==> config.mk <==
export PLATFORM = sky130hd
export DESIGN_NAME = prct_ctrl
export DESIGN_NICKNAME = d
export VERILOG_FILES = /design/src/rtl/prct_pkg.sv /design/src/rtl/prct_ctrl.sv
export SDC_FILE = /design/constraint.sdc
export NUM_CORES = 1
export LEC_CHECK = 0
export BUFFER_PORTS_ARGS = -buffer_cell sky130_fd_sc_hd__buf_4
export CORE_AREA = 2 2 39 41
export DETAILED_ROUTE_END_ITERATION = 10
export DIE_AREA = 0 0 41 43
export GPL_ROUTABILITY_DRIVEN = 1
export SLEW_MARGIN = 30
export SYNTH_ARGS = -nofsm -noshare
export SYNTH_HDL_FRONTEND = slang
export SYNTH_SLANG_ARGS = --single-unit
==> constraint.sdc <==
create_clock -name clk -period 2.15 [get_ports clk]
set_clock_uncertainty 0.2 [all_clocks]
set_input_delay 0 -clock clk [delete_from_list [all_inputs] [get_ports clk]]
set_output_delay 0 -clock clk [all_outputs]
set_load 0.02 [all_outputs]
==> src/rtl/prct_pkg.sv <==
package prct_pkg;

	localparam int POS_W = 10;
	localparam int CNT_W = 11;
	localparam int VAL_W = 32;

	typedef struct packed {
		logic                    action;
		logic [POS_W-1:0]        position;
		logic [POS_W-1:0]        range_high;
		logic signed [VAL_W-1:0] value;
	} in_t;

	typedef struct packed {
		logic [CNT_W-1:0] even_count;
		logic [CNT_W-1:0] odd_count;
	} out_t;

	// controller to datapath
	typedef struct packed {
		logic clr_step;
		logic load_item;
		logic walk_rd;
		logic walk_wr;
		logic qry_rd;
		logic qry_acc;
		logic load_res;
	} cmd_t;

	// datapath to controller
	typedef struct packed {
		logic clr_last;
		logic item_write;
		logic item_query;
		logic item_live;
		logic walk_last;
		logic qry_more;
	} sts_t;

	localparam logic ACT_WRITE = 1'b0;
	localparam logic ACT_QUERY = 1'b1;

endpackage

==> src/rtl/prct_ctrl.sv <==
module prct_ctrl (
	input  logic               clk,
	input  logic               arst_n,
	input  logic               req_valid,
	output logic               req_ready,
	output logic               rsp_valid,
	input  logic               rsp_ready,
	input  prct_pkg::sts_t     sts,
	output prct_pkg::cmd_t     cmd
);

	typedef enum logic [2:0] {
		ST_CLEAR,
		ST_IDLE,
		ST_WALK_RD,
		ST_WALK_WR,
		ST_QRY_RD,
		ST_QRY_ACC,
		ST_DONE
	} state_t;

	state_t state_q;
	logic   rsp_valid_q;
	logic   accept;
	logic   res_free;

	assign req_ready = (state_q == ST_IDLE);
	assign rsp_valid = rsp_valid_q;
	assign accept    = req_valid && req_ready;
	assign res_free  = !rsp_valid_q || rsp_ready;

	always_comb begin
		cmd           = '0;
		cmd.clr_step  = (state_q == ST_CLEAR);
		cmd.load_item = accept;
		cmd.walk_rd   = (state_q == ST_WALK_RD);
		cmd.walk_wr   = (state_q == ST_WALK_WR);
		cmd.qry_rd    = (state_q == ST_QRY_RD);
		cmd.qry_acc   = (state_q == ST_QRY_ACC);
		cmd.load_res  = (state_q == ST_DONE) && res_free;
	end

	always_ff @(posedge clk or negedge arst_n) begin
		if (!arst_n) begin
			state_q     <= ST_CLEAR;
			rsp_valid_q <= 1'b0;
		end else begin
			if (cmd.load_res)
				rsp_valid_q <= 1'b1;
			else if (rsp_ready)
				rsp_valid_q <= 1'b0;
			case (state_q)
				ST_CLEAR: begin
					if (sts.clr_last)
						state_q <= ST_IDLE;
				end
				ST_IDLE: begin
					if (accept) begin
						if (sts.item_write)
							state_q <= ST_WALK_RD;
						else if (sts.item_query)
							state_q <= sts.item_live ? ST_QRY_RD : ST_DONE;
					end
				end
				ST_WALK_RD: state_q <= ST_WALK_WR;
				ST_WALK_WR: begin
					state_q <= sts.walk_last ? ST_IDLE : ST_WALK_RD;
				end
				ST_QRY_RD: state_q <= ST_QRY_ACC;
				ST_QRY_ACC: begin
					state_q <= sts.qry_more ? ST_QRY_RD : ST_DONE;
				end
				ST_DONE: begin
					if (res_free)
						state_q <= ST_IDLE;
				end
				default: state_q <= ST_IDLE;
			endcase
		end
	end

endmodule

==> results of run 1 <==
==> per-stage QoR <==
step / power, mW / hold WS, ns / cells / setup slack [ns] / utilization
finish: 0.800 / 0.00478 / 84 / 0.444 / 0.434
global route: 0.880 / 0.0369 / 84 / 0.354 / 0.434
CTS: 0.813 / 0.000292 / 84 / 0.437 / 0.434
detailed placement: 0.709 / -0.398 / 74 / 0.446 / 0.367
global placement: 0.709 / -0.399 / 74 / 0.467 / 0.367
floorplan: 0.591 / -0.496 / 43 / 0.437 / -
==> flip-flops by register name, indices dropped and copies added, names as in the netlist <==
signal,flops
rsp_valid,1
state_q,3
==> cell type report <==
type / count / area [um2]
clock buffer: 3 / 22.5
fill: 136 / 783
inverter: 5 / 18.8
multi-input combinational: 30 / 226
sequential: 4 / 100
tap: 16 / 20.0
timing repair buffer: 26 / 213
==> cells by family after synthesis <==
group / Yosys count
AO/OA/AOI/OAI: 10
adder cells (fa/ha/maj): 1
buffers and inverters: 9
flip-flops: 4
AND/OR/NAND/NOR: 19
==> power by group through the flow <==
stage,sequential (mW),combinational (mW),clock [mW]
finish,0.172,0.538,0.0900
global route,0.181,0.597,0.102
CTS,0.172,0.546,0.0952
detailed placement,0.173,0.535,0
global placement,0.171,0.537,0
floorplan,0.124,0.467,0
==> metal layers <==
metal	vias to the layer above	global-route usage	wire length, um
met5	-	0	0
met1	176	0.173	386
met2	8	0.191	461
li1	203	-	-
met4	0	0.0200	0
met3	0	0.0628	24
==> critical path, stage by stage, from the launching register on <==
cell     delay, ns
dfrtp_1       0.55
ha_1          0.32
a311o_1       0.27
a32o_1        0.25
==> cell usage after synthesis, drive strengths merged <==
cell type,instances,area [um2]
and2,1,6.26
nand4,1,6.26
dfrtp,4,100
a22o,1,8.76
o21ai,3,15.0
nand2b,3,18.8
or2,1,6.26
inv,5,18.8
buf,4,37.5
a32o,1,10.0
o211ai,1,7.51
a31oi,1,6.26
a311o,1,10.0
a21oi,1,5.00
a221oi,1,15.0
nor2b,1,6.26
nor2,1,3.75
ha,1,12.5
nor3b,3,45.1
nand3b,1,7.51
nor3,4,20.0
or3b,1,8.76
nand2,2,7.51
==> cell usage in the layout, fill, tap and decap left out, types with 2 or more instances in the layout <==
cell type      count
dlygate4sd3_1      7
o21ai_0            3
dfrtp_1            4
inv_1              5
clkbuf_4           3
nor3_1             4
nand2b_1           3
nor3b_4            2
buf_4             19
nand2_1            2
==> worst max-delay path by stage <==
| stage | start | end | slack, ns | cells after the start |
|---|---|---|---|---|
| 5_1_grt | state_q[2] | state_q[0] | 0.35 | 3 |
| 6_report | state_q[2] | state_q[0] | 0.44 | 3 |
| 3_3_place_gp | state_q[2] | state_q[0] | 0.47 | 3 |
| 3_5_place_dp | state_q[2] | state_q[0] | 0.45 | 3 |
| 4_1_cts | state_q[2] | state_q[0] | 0.44 | 3 |
| 2_1_floorplan | state_q[2] | state_q[2] | 0.44 | 4 |
==> impl_metrics.ini, run 1 <==
[placed_design]
port-buffer-count = 18
place_area_um2 = 508
gp_congestion = 0.816
dpl.hpwl_um = 703

[synthesis]
netlist_instances = 43
synth_nets = 54
ys_warn_count = 0
synth_area_per_cell_um2 = 8.90
synth_top_family_by_area = simple AND/OR/NAND/NOR gates
synthMuxAreaShare = 0
yosysSeqAreaShare = 0.261
synth_xor_area_frac = 0
synth_compound_area_frac = 0.203
syn-cell-area_um2 = 383
ys_ff_latch = 4
synth_cell_types = 25
synth-simple-area-share = 0.356
yosys.area_share.adder = 0.0327

[clocking]
cts_tree = yes
path_clk_slew_ns = 0.04
cts.sinks = 4
cts_hold_buffers = 7
clockBufferDepth = 2
cts.htree.levels = 1
clk_latency_ns = 0.23
cts_root_buffer = clkbuf_4
postCtsSetupBuffers = 0
cts_made_buffers = 3
post_cts_resized = 0

[hold_path]
worstHoldStart = sts[5]
holdPathStages = 4
min_path_type = in -> reg
worstHoldEndpoint = state_q[1]

[power]
switchingPower_mw = 0.371
power_frac_comb = 0.672
p_leak_nw = 0.279
power_density_mw_per_mm2 = 1330
ir_worst_vdd_mv = 0.440
p_sw_frac = 0.464
internal-power_mw = 0.428
pwr-share-seq = 0.215
power_frac_clock = 0.113

[final_layout]
drive_above_1_share = 0.382
design_area_um2 = 601
nNetsFinal = 81
area_delta_synth_final_pct = 56.9
diodes = 0

[run]
cap_viol_max_count = 0

[sta]
rsz0062_at_grt = false
tightest_slew_ns = 0.379
fin_crit_ns = 1.71
finalMaxSlewViolations = 0
final-hold-violation-count = 0
fmax_mhz = 586
relSlewSlack = 0.747
tns_ns = 0
report.final.setup_viol = 0
finalCritPeriodShare = 0.793

[detailed_routing]
num_vias = 387
wl_per_cell_um = 10.4
drt-total-wl_um = 872
first_pass_iters = 4
drt_iter0_markers = 5
drc = 0
ant_nets = 0
vias_per_cell = 4.61

[die]
die_w_um = 41
dieHeight_um = 43
core_mm2 = 0.00138
initial_core_util = 0.277
dieArea_mm2 = 0.00176
pin_count = 19
placementRows = 14

[global_routing]
antenna_found_initial = 0
grt_pass1_vias = 386
grt_pass1_wl_mm = 1.57
grt_max_degree = 12
track_usage = 0.130
gr-total-overflow = 0

[worst_setup_path]
timing.rr.start = state_q[2]
worstPathRequired_ns = 2.06
r2r_cells = 3
arrival_ns = 1.62
worst-setup-path-type = reg -> reg
start_kind = flip-flop
critPathCaptureType = flip-flop
critPathMaxFanout = 11
rrSetupSlack_ns = 0.44
timing.rr.end = state_q[0]

[status]
status = finished clean
Note: power is estimated with default switching activity, not from simulation.
==> run 2, diff against run 1 <==
- clock period: 2.15 -> 1.4 ns (I/O delays scaled with it)
==> run 2 against run 1 <==
Hold slack worse by 0.13 ns; die area did not move; sequential share of layout area is 4.5 points lower; via count grew 22%; the run now ends with hold timing, setup timing left; largest cell class is now non-clock buffers; routed wire length increased by 36%; register-to-register slack worse by 0.57 ns; total power grew 140%; first-iteration DRC count grew 20%.
==> impl_metrics.ini, run 2 (synthesis gave the netlist of run 1 again) <==
[global_routing]
grt_max_degree = 7
track_usage = 0.161
grt_pass1_vias = 474
antenna_found_initial = 0
gr-total-overflow = 0
grt_pass1_wl_mm = 1.90

[placed_design]
place_area_um2 = 618
gp_congestion = 0.823
post-place-ws_ns = -0.153
dpl.hpwl_um = 842
port-buffer-count = 18

[status]
violations = hold timing, setup timing
status = finished with violations

[worst_setup_path]
critPathMaxFanout = 3
start_kind = flip-flop
timing.rr.end = state_q[0]
timing.rr.start = state_q[1]
r2r_cells = 4
worstPathRequired_ns = 1.20
critPathCaptureType = output pin
arrival_ns = 1.35
rrSetupSlack_ns = -0.13
worst-setup-path-type = reg -> out

[final_layout]
top_register = state_q
drive_above_1_share = 0.667
mostFrequentLayoutCells = 20 x buf_4, 15 x buf_6, 7 x dlygate4sd3_1
nNetsFinal = 97
area_delta_synth_final_pct = 120
fill_cells = 118
largest_reg_flops = 3
diodes = 0
multiInputGateArea_um2 = 283
layout_commonest_cell = buf_4
seq_area_um2 = 103
design_area_um2 = 841

[sta]
fin_crit_ns = 1.55
relSlewSlack = 0.829
report.final.setup_viol = 9
final-hold-violation-count = 1
fin_hold_ws_ns = -0.122
rsz0062_at_grt = true
finalCritPeriodShare = 1.11
finalMaxSlewViolations = 0
fmax_mhz = 646
worst_slack_ns = -0.148
tightest_slew_ns = 0.255

[detailed_routing]
num_vias = 471
vias_per_cell = 4.71
ant_nets = 0
drc = 0
drt-total-wl_mm = 1.18
drt_iter0_markers = 6
first_pass_iters = 3
wl_per_cell_um = 11.8

[power]
power_density_mw_per_mm2 = 2320
ir_worst_vdd_mv = 0.906
p_leak_nw = 0.388

[clocking]
cts_hold_buffers = 7
cts_tree = yes
cts_made_buffers = 3
cts.htree.levels = 1
path_clk_slew_ns = 0.04
clockBufferDepth = 2
clk_latency_ns = 0.24
cts.sinks = 4
cts_root_buffer = clkbuf_4

[run]
cap_viol_max_count = 0

[hold_path]
holdPathStages = 3
worstHoldStart = rsp_ready
worstHoldEndpoint = rsp_valid
min_path_type = in -> reg

[die]
dieHeight_um = 43
dieArea_mm2 = 0.00176
die_w_um = 41
core_mm2 = 0.00138
placementRows = 14
initial_core_util = 0.277
pin_count = 19
==> run 2: cell count changes in the layout (fill, tap and decap cells not counted), sizes merged <==
cell and change:
buf +16
==> run 2: stage by stage <==
| stage | TNS, ns | cells | utilization | hold slack [ns] | total power [mW] |
|---|---|---|---|---|---|
| 3_3_place_gp | -0.359 | 86 | 0.447 | -0.402 | 1.40 |
| 2_1_floorplan | -0.514 | 43 | - | -0.496 | 0.971 |
| 4_1_cts | -0.916 | 100 | 0.585 | -0.147 | 1.91 |
| 5_1_grt | -1.48 | 100 | 0.608 | -0.109 | 2.09 |
| 6_report | -0.858 | 100 | 0.608 | -0.122 | 1.95 |
| 3_5_place_dp | -0.409 | 86 | 0.447 | -0.402 | 1.42 |
==> run 2: area by class of cell <==
type	count	area share
clock buffers	3	0.0268
flip-flops and latches	4	0.122
multi-input cells	30	0.336
well taps	16	0.0238
repair buffers	42	0.463
inverters	5	0.0283
==> run 2: timing repair <==
action / 4_1_cts / 5_1_grt
hold endpoints to repair: 8 / 1
endpoints found under the setup margin: 11 / 11
pin swaps: 10 / 6
gates resized for setup: 20 / 11
buffers inserted: 5 / 0
==> run 2: per-layer routing <==
layer | GRT usage | vias up | part of all wire
met3 | 0.0157 | 2 | 0.023
met4 | 0.0800 | 0 | 0.012
li1 | - | 234 | -
met5 | 0 | - | 0
met2 | 0.281 | 8 | 0.56
met1 | 0.179 | 227 | 0.40
==> run 2: worst max-delay path by stage <==
stage / start / endpoint / slack [ns]
after floorplan: state_q[1] / state_q[0] / -0.17
after global placement: state_q[2] / state_q[1] / -0.13
after detailed placement: state_q[2] / state_q[1] / -0.15
after CTS: state_q[1] / cmd[5] / -0.15
after global routing: state_q[2] / cmd[5] / -0.20
final: state_q[2] / cmd[5] / -0.15
==> run 2: power breakdown <==
part           internal [mW]  switching (mW)  total (mW)
Sequential             0.170          0.0718       0.242
Combinational          0.889           0.675        1.56
Clock                 0.0959          0.0479       0.144
==> run 2: worst max-delay path, cell delays in order (launching register included) <==
cell	delay, ns
dfrtp_2	0.43
buf_6	0.14
nor3b_4	0.25
and2_4	0.18
buf_6	0.11
